`src/hdl/pftd_pkg.sv`:
```
// shared constants for the trial-division factorizer
// no dependencies; used by prime_factorization_trial_division
`timescale 1ns / 1ps

package pftd_pkg;

    // results per input run; the last slot carries the unfactored remainder
    localparam int MAX_RESULTS = 31;
    localparam int K_W         = $clog2(MAX_RESULTS);

    typedef logic [K_W-1:0] result_count_t;

endpackage

```
`src/hdl/prime_factorization_trial_division.sv`:
```
// prime factorization by trial division, one shared restoring divider
// depends on pftd_pkg
`timescale 1ns / 1ps

// Usage:
//   input channel : value, in_valid, in_stall. A beat is taken when in_valid
//   is high and in_stall is low. in_stall stays high from the accepted beat
//   until the run's final result has been taken.
//   output channel: factor, last, no_factors, out_valid, out_stall. The prime
//   factors come out in ascending order with repeats; the final beat of a run
//   has last = 1. Inputs 0 and 1 give one beat with factor = 0, last = 1 and
//   no_factors = 1.
//   Timing: a factor of two needs only the check state. Every odd trial divisor
//   needs the check state plus the bit-serial divider, which gives quotient
//   and remainder in one pass; the divisor square is kept by an adder, not a
//   multiplier. A 31-bit prime takes about 23170 divisors. Each result beat
//   adds an emit state that holds for any stall time. One run at a time.
//   Reset: all control state cleared, block idle and ready, no output beat.
//   A stalled output beat holds its payload and the run waits behind it.
module prime_factorization_trial_division #(
    parameter int VALUE_WIDTH = 31
) (
    input  logic                   clk,
    input  logic                   rst_n,
    input  logic [VALUE_WIDTH-1:0] value,
    input  logic                   in_valid,
    output logic                   in_stall,
    output logic [VALUE_WIDTH-1:0] factor,
    output logic                   last,
    output logic                   no_factors,
    output logic                   out_valid,
    input  logic                   out_stall
);

    localparam int W  = VALUE_WIDTH;
    localparam int DW = (W + 1) / 2 + 1;    // trial divisor width
    localparam int SW = 2 * DW;             // divisor square width
    localparam int CW = $clog2(W);

    localparam logic [1:0] S_IDLE  = 2'd0;
    localparam logic [1:0] S_CHECK = 2'd1;
    localparam logic [1:0] S_DIV   = 2'd2;
    localparam logic [1:0] S_EMIT  = 2'd3;

    logic [1:0]            state_reg, state_next;
    logic [W-1:0]          rem_reg, rem_next;
    logic [DW-1:0]         d_reg, d_next;
    logic [SW-1:0]         sq_reg, sq_next;
    logic [W-1:0]          q_reg, q_next;
    logic [DW-1:0]         pr_reg, pr_next;
    logic [CW-1:0]         cnt_reg, cnt_next;
    pftd_pkg::result_count_t k_reg, k_next;
    logic [W-1:0]          factor_reg, factor_next;
    logic                  last_reg, last_next;
    logic                  nf_reg, nf_next;

    logic [DW:0]           trial;
    logic                  fits;
    logic [DW:0]           trial_diff;
    logic [W-1:0]          half;
    logic [SW-1:0]         rem_wide;

    // one restoring step of the shared divider
    assign trial      = {pr_reg, q_reg[W-1]};
    assign fits       = trial >= {1'b0, d_reg};
    assign trial_diff = trial - {1'b0, d_reg};
    assign half       = rem_reg >> 1;
    assign rem_wide   = {{(SW-W){1'b0}}, rem_reg};

    always_comb
    begin
        state_next  = state_reg;
        rem_next    = rem_reg;
        d_next      = d_reg;
        sq_next     = sq_reg;
        q_next      = q_reg;
        pr_next     = pr_reg;
        cnt_next    = cnt_reg;
        k_next      = k_reg;
        factor_next = factor_reg;
        last_next   = last_reg;
        nf_next     = nf_reg;

        unique case (state_reg)
            S_IDLE:
            begin
                if (in_valid)
                begin
                    if (value < W'(2))
                    begin
                        factor_next = '0;
                        last_next   = 1'b1;
                        nf_next     = 1'b1;
                        state_next  = S_EMIT;
                    end
                    else
                    begin
                        rem_next   = value;
                        d_next     = DW'(3);
                        sq_next    = SW'(9);
                        k_next     = '0;
                        nf_next    = 1'b0;
                        state_next = S_CHECK;
                    end
                end
            end
            S_CHECK:
            begin
                if (k_reg == pftd_pkg::result_count_t'(pftd_pkg::MAX_RESULTS - 1))
                begin
                    // result slots used up: hand out the remainder as is
                    factor_next = rem_reg;
                    last_next   = 1'b1;
                    rem_next    = W'(1);
                    state_next  = S_EMIT;
                end
                else if (!rem_reg[0])
                begin
                    factor_next = W'(2);
                    last_next   = half == W'(1);
                    rem_next    = half;
                    state_next  = S_EMIT;
                end
                else if (sq_reg <= rem_wide)
                begin
                    q_next     = rem_reg;
                    pr_next    = '0;
                    cnt_next   = CW'(W - 1);
                    state_next = S_DIV;
                end
                else
                begin
                    // no divisor up to the square root: remainder is prime
                    factor_next = rem_reg;
                    last_next   = 1'b1;
                    rem_next    = W'(1);
                    state_next  = S_EMIT;
                end
            end
            S_DIV:
            begin
                q_next   = {q_reg[W-2:0], fits};
                pr_next  = fits ? trial_diff[DW-1:0] : trial[DW-1:0];
                cnt_next = cnt_reg - CW'(1);
                if (cnt_reg == '0)
                begin
                    if (pr_next == '0)
                    begin
                        factor_next = {{(W-DW){1'b0}}, d_reg};
                        last_next   = q_next == W'(1);
                        rem_next    = q_next;
                        state_next  = S_EMIT;
                    end
                    else
                    begin
                        // (d+2)^2 = d^2 + 4d + 4
                        d_next     = d_reg + DW'(2);
                        sq_next    = sq_reg + {{(SW-DW-2){1'b0}}, d_reg, 2'b00} + SW'(4);
                        state_next = S_CHECK;
                    end
                end
            end
            S_EMIT:
            begin
                if (!out_stall)
                begin
                    k_next     = k_reg + pftd_pkg::result_count_t'(1);
                    state_next = last_reg ? S_IDLE : S_CHECK;
                end
            end
            default:
            begin
                state_next = S_IDLE;
            end
        endcase
    end

    always_ff @(posedge clk or negedge rst_n)
    begin
        if (!rst_n)
        begin
            state_reg <= S_IDLE;
            rem_reg   <= '0;
            d_reg     <= '0;
            k_reg     <= '0;
            cnt_reg   <= '0;
        end
        else
        begin
            state_reg <= state_next;
            rem_reg   <= rem_next;
            d_reg     <= d_next;
            k_reg     <= k_next;
            cnt_reg   <= cnt_next;
        end
    end

    always_ff @(posedge clk)
    begin
        sq_reg     <= sq_next;
        q_reg      <= q_next;
        pr_reg     <= pr_next;
        factor_reg <= factor_next;
        last_reg   <= last_next;
        nf_reg     <= nf_next;
    end

    assign in_stall   = state_reg != S_IDLE;
    assign out_valid  = state_reg == S_EMIT;
    assign factor     = factor_reg;
    assign last       = last_reg;
    assign no_factors = nf_reg;

    a_div_odd_divisor: assert property (@(posedge clk) disable iff (!rst_n)
        state_reg == S_DIV |-> d_reg[0] && d_reg >= DW'(3))
        else $error("divider running with an even or too small divisor");

    a_check_open_value: assert property (@(posedge clk) disable iff (!rst_n)
        state_reg == S_CHECK |-> rem_reg > W'(1))
        else $error("factor search entered with nothing left to factor");

    a_marker_form: assert property (@(posedge clk) disable iff (!rst_n)
        out_valid && no_factors |-> last && factor == '0)
        else $error("no-factor marker malformed");

    a_ready_only_when_idle: assert property (@(posedge clk) disable iff (!rst_n)
        !in_stall |-> !out_valid && $past(state_reg) != S_DIV)
        else $error("input taken while a run is in progress");

endmodule

```
`config.mk`:
```
export PLATFORM = sky130hd
export DESIGN_NAME = prime_factorization_trial_division
export DESIGN_NICKNAME = d
export VERILOG_FILES = /design/src/hdl/pftd_pkg.sv /design/src/hdl/prime_factorization_trial_division.sv
export SDC_FILE = /design/constraint.sdc
export NUM_CORES = 1
export LEC_CHECK = 0
export ABC_CLOCK_PERIOD_IN_PS = 6300
export BUFFER_PORTS_ARGS = -buffer_cell sky130_fd_sc_hd__buf_4
export CORE_UTILIZATION = 60
export CTS_BUF_LIST = sky130_fd_sc_hd__clkbuf_8
export DETAILED_ROUTE_END_ITERATION = 7
export GPL_TIMING_DRIVEN = 0
export HOLD_SLACK_MARGIN = 0.08
export PLACE_DENSITY_LB_ADDON = 0.3
export RECOVER_POWER = 25
export SYNTH_ARGS = -nofsm -noshare
export SYNTH_HDL_FRONTEND = slang
export SYNTH_SLANG_ARGS = --single-unit
```
`constraint.sdc`:
```
create_clock -name clk -period 6.3 [get_ports clk]
set_input_delay 1.89 -clock clk [delete_from_list [all_inputs] [get_ports clk]]
set_output_delay 1.89 -clock clk [all_outputs]
set_load 0.1 [all_outputs]
```
# After elaboration in Yosys (flattened, before gate mapping)
# Cells that the tools add are included.
dict set report classes {
  n_addsub 6
  n_lt_le_gt_ge 3
  n_eq_ne 17
  muxes 62
  n_reduce_logical 16
}
# cell n
set op_table {}
lappend op_table {{31-bit 2-to-1 mux} 17}
lappend op_table {{31-bit one-hot mux with 3 select lines} 2}
lappend op_table {{17-bit 2-to-1 mux} 8}
lappend op_table {{34-bit 2-to-1 mux} 4}
lappend op_table {{17-bit one-hot mux with 2 select lines} 2}
lappend op_table {{34-bit one-hot mux with 2 select lines} 1}
lappend op_table {{31-bit one-hot mux with 2 select lines} 1}
lappend op_table {{34-bit by 19-bit adder with 34-bit output} 1}
lappend op_table {{34-bit by 3-bit adder with 34-bit output, second input constant} 1}
lappend op_table {{34-bit by 31-bit less-or-equal comparator with 1-bit output} 1}
lappend op_table {{31-bit by 1-bit equality test with 1-bit output, second input constant} 1}
lappend op_table {{31-bit by 2-bit less-than comparator with 1-bit output, second input constant} 1}
lappend op_table {{30-bit by 1-bit equality test with 1-bit output, second input constant} 1}
lappend op_table {{5-bit 2-to-1 mux} 6}
lappend op_table {{2-bit inequality test, second input constant} 10}
lappend op_table {{5-bit one-hot mux with 2 select lines} 2}
lappend op_table {{18-bit by 17-bit >= comparator with 1-bit output} 1}
lappend op_table {{17-bit by 2-bit adder with 17-bit output, second input constant} 1}
lappend op_table {{17-bit zero test} 1}
lappend op_table {{17-bit subtractor} 1}
lappend op_table {{1-bit 2-to-1 mux} 12}
lappend op_table {{6-bit AND reduction} 2}
lappend op_table {{2-bit 2-to-1 mux} 5}
lappend op_table {{5-bit AND reduction} 2}
lappend op_table {{other kinds (15)} 20}
dict set report word_totals {
  reg_bits 175
  inputBits 35
  output_inout_bits 35
  word_cells 116
}

# Depth between registers and ports, before layout
dict set report logic_depth {
  depth_word 6
  mapped_depth 18
  depth_no_buf 17
}

# Worst setup path before layout
# No wires, ideal clock.
dict set report synth_timing {
  path_kind {input port to flip-flop}
  from {input port value[14]}
  to {register factor_reg[0], in the netlist factor[0], enable pin}
  setup_ns 0.432
  arrival_ns 4.548
  t_required_ns 5.868
  setup_slack_ns 1.320
  cell_stages 6
  path_buffers 0
  path_cell_list {nor4_1 nand4_1 nor2_1 nor2_1 or4_1 a21oi_1}
}
dict set report synth_between {
  elab_chain_len 3
}
# element line
set synth_rtl {}
lappend synth_rtl {{start: declaration} prime_factorization_trial_division.sv:25} ;# input logic [VALUE_WIDTH-1:0] value,
lappend synth_rtl {{31-bit by 2-bit less-than comparator with 1-bit output} prime_factorization_trial_division.sv:89} ;# if (value < W'(2))
lappend synth_rtl {{2-bit inequality test (no line)} -}
lappend synth_rtl {{6-bit AND reduction (no line)} -}
lappend synth_rtl {{end signal: assignment} prime_factorization_trial_division.sv:203} ;# factor_reg <= factor_next;
lappend synth_rtl {{end: declaration} prime_factorization_trial_division.sv:53} ;# logic [W-1:0] factor_reg, factor_next;
# No other way between the ends.
# A chain may end at the register's enable or synchronous reset.

==> flow_summary.yaml <==
cts:
  cts_tree: "done"
  clock_path_buffers: 2
  clk_latency_ps: 490
  hold_buffers: 0
  clkTransAtPathRegs_ps: 100
  cts_sinks: 173
  post_cts_buffers: 0
  numCtsBuffers: 17
  cts_root_buffer: "clkbuf_8"
  cts.repair.resized: 0
  h-tree-depth: 4
route:
  wl_met1_mm: 12.44
  ant_nets: 0
  top_layer: "met4"
  drt_first_pass_iters: 6
  viasPerCell: 6.543
  drt_wl_total_mm: 31.02
  wl_per_cell_um: 21.13
  wl_met2_mm: 14.25
  drc: 0
  vias: 9605
  routed-wl-met3_mm: 2.879
  drtIter0Drc: 1104
worst_setup_path:
  critPathRequiredTime_ps: 6050
  worstRegToRegCells: 16
  cp.arrival_ps: 4500
  path_depth: 1
  cp_cell_sequence: "clkbuf_1"
  path_class: "in2async"
  startpoint_type: "primary input"
  cpPeakStageDelay_ps: 2560
  rrSetupSlack_ps: 1580
  r2r-start: "q_reg[30]"
  cpMaxStageDelayCell: "clkbuf_1"
  cp_max_fo: 60
  r2r-end: "sq_reg[24]"
  crit_family: "buffers and inverters"
  worstSetupEndpointType: "asynchronous set/reset pin"
  cp.buffers_inverters: 1
layout:
  largest_register_ffs: 32
  drive_gt1_share_pct: 12.91
  area_delta_synth_final_pct: 11.12
  final_util_pct: 68.08
  finalInstanceArea_mm2: 0.01223
  fin_cells: 1468
  n_antenna_cell: 0
  nets: 1353
yosys:
  synth_edf_count: 113
  ys_async_sr_fraction_pct: 34.68
  yosysUniqueCellTypes: 75
  syn_nets: 1263
  netlist_area_mm2: 0.01101
  yosys_warnings: 0
  synth_top_area_cell: "edfxtp_1"
  yosysSeqAreaShare_pct: 44.47
  synth_ff_type: "edfxtp_1"
  syn_avg_cell_area_um2: 9.688
  yosys-top-cells-area: "edfxtp_1 (31%), dfrtp_1 (14%), ha_1 (10%), nand2_1 (4.1%), nor2_1 (4.0%)"
  synth_seq_cells: 173
  synth.top_cell.area_share_pct: 30.83
  synth_cells: 1136
die:
  io_pins: 70
  core_mm2: 0.01796
  start_util_pct: 61.27
  dieArea_mm2: 0.01889
  placement_rows: 49
  fp.dieH_um: 137.4
  die_w_um: 137.4
timing:
  timing_hold_violations_final: 0
  rsz0062_at_grt: "no"
  fin_crit_ps: 4751
  drv_slew: 61
  worst_pin_slew_ps: 3714
  setup_viol: 0
  period_share_pct: 75.41
  tns_ps: 0
  skew_ps: 15.50
  max_slew_margin_pct: -147.6
  max_freq_mhz: 210.5
status:
  violations: "capacitance limit, slew limit"
  status: "complete, but fails checks"
global_route:
  grt_max_degree: 61
  overflow: 0
  grt_use_total_pct: 33.68
  antenna_found_initial: 0
  grt_pass1_wl_mm: 47.43
  grt_pass1_vias: 8969
placed_design:
  hpwl_mm: 23.04
  gp_congestion: 0.9299
  dp.cells: 1436
  io_buffer_count: 69
  placed_area_mm2: 0.01186
hold_path:
  hold_start: "k_reg[4]"
  min_path_type: "reg2reg"
  worstHoldEndpoint: "k_reg[4]"
  hold-path-cell-count: 2
flow_run:
  drv_cap: 1
==> cell type report <==
class / count / area [um^2]
sequential: 173 / 4895
clock inverter: 15 / 136.4
tap: 229 / 286.5
inverter: 73 / 274.0
multi-input combinational: 847 / 5657
fill: 1375 / 5734
timing repair buffer: 71 / 554.3
buffer: 43 / 192.7
clock buffer: 17 / 234.0
==> routing by layer <==
layer	GRT usage, %	vias up
li1	-	4348
met1	44.93	4555
met2	53.46	595
met3	5.224	107
met4	16.54	0
met5	0	-
==> synthesized netlist by cell type (5+ instances only) <==
cell type / number
mux2i_1: 29
nand4_1: 20
and2_1: 14
nand2_1: 120
dfrtp_1: 60
and3_1: 7
a21oi_1: 53
nor3_1: 25
xnor2_1: 24
o21ai_1: 11
a21boi_0: 5
nor4_1: 28
clkbuf_1: 36
a22o_1: 12
a21o_1: 21
a31oi_1: 11
ha_1: 90
or3_1: 5
o21a_1: 5
o21bai_1: 6
a211oi_1: 10
nor2_1: 118
xor2_1: 13
o21ai_0: 70
nor2b_1: 17
edfxtp_1: 113
nand3b_1: 5
a22oi_1: 7
inv_1: 72
nand3_1: 24
a31o_2: 27
o22ai_1: 6
nand2b_1: 6
==> layout by cell type, fill, tap and decap left out, types with 11 or more instances in the layout <==
cell      instances
a21o_1           21
a31o_2           27
o21ai_0          70
xor2_1           13
nor3_1           25
nand3_1          24
xnor2_1          24
nor2b_1          17
clkbuf_8         17
nand2_1         120
nor2_1          118
buf_4            68
mux2i_1          29
a31oi_1          11
nand4_1          20
o21ai_1          11
a21oi_1          52
clkbuf_1         38
nor4_1           28
edfxtp_1        113
inv_1            72
a22o_1           12
dfrtp_1          60
ha_1             90
==> stage by stage <==
stage | setup WS, ps | hold slack (ps)
2_1_floorplan | 1320 | 501.2
3_5_place_dp | 1483 | 547.8
4_1_cts | 1622 | 568.8
5_1_grt | 1075 | 575.5
6_report | 1549 | 572.2
3_3_place_gp | -106.1 | 521.1
==> how the worst max path moves through the flow <==
stage          slack, ps       from     endpoint
2_1_floorplan       1320  value[14]    factor[0]
5_1_grt             1070      rst_n   rem_reg[1]
6_report            1550      rst_n  rem_reg[11]
3_3_place_gp        -110   value[7]    factor[8]
4_1_cts             1620  q_reg[30]   sq_reg[33]
3_5_place_dp        1480   value[5]   sq_reg[21]
==> cell families (layout without fill, tap and decap cells) <==
| family | Yosys count | after routing | share of synthesized area [%] |
|---|---|---|---|
| compound gates | 278 | 278 | 16.99 |
| xor+xnor | 37 | 37 | 2.945 |
| fa+ha+maj | 92 | 92 | 10.60 |
| buf+inv | 116 | 219 | 4.240 |
| flops | 173 | 173 | 44.47 |
| mux | 33 | 33 | 3.081 |
| simple gates | 407 | 407 | 17.68 |
Power is not shown: default switching activity piles up to over one toggle a cycle in this logic, so the estimate is an artifact.
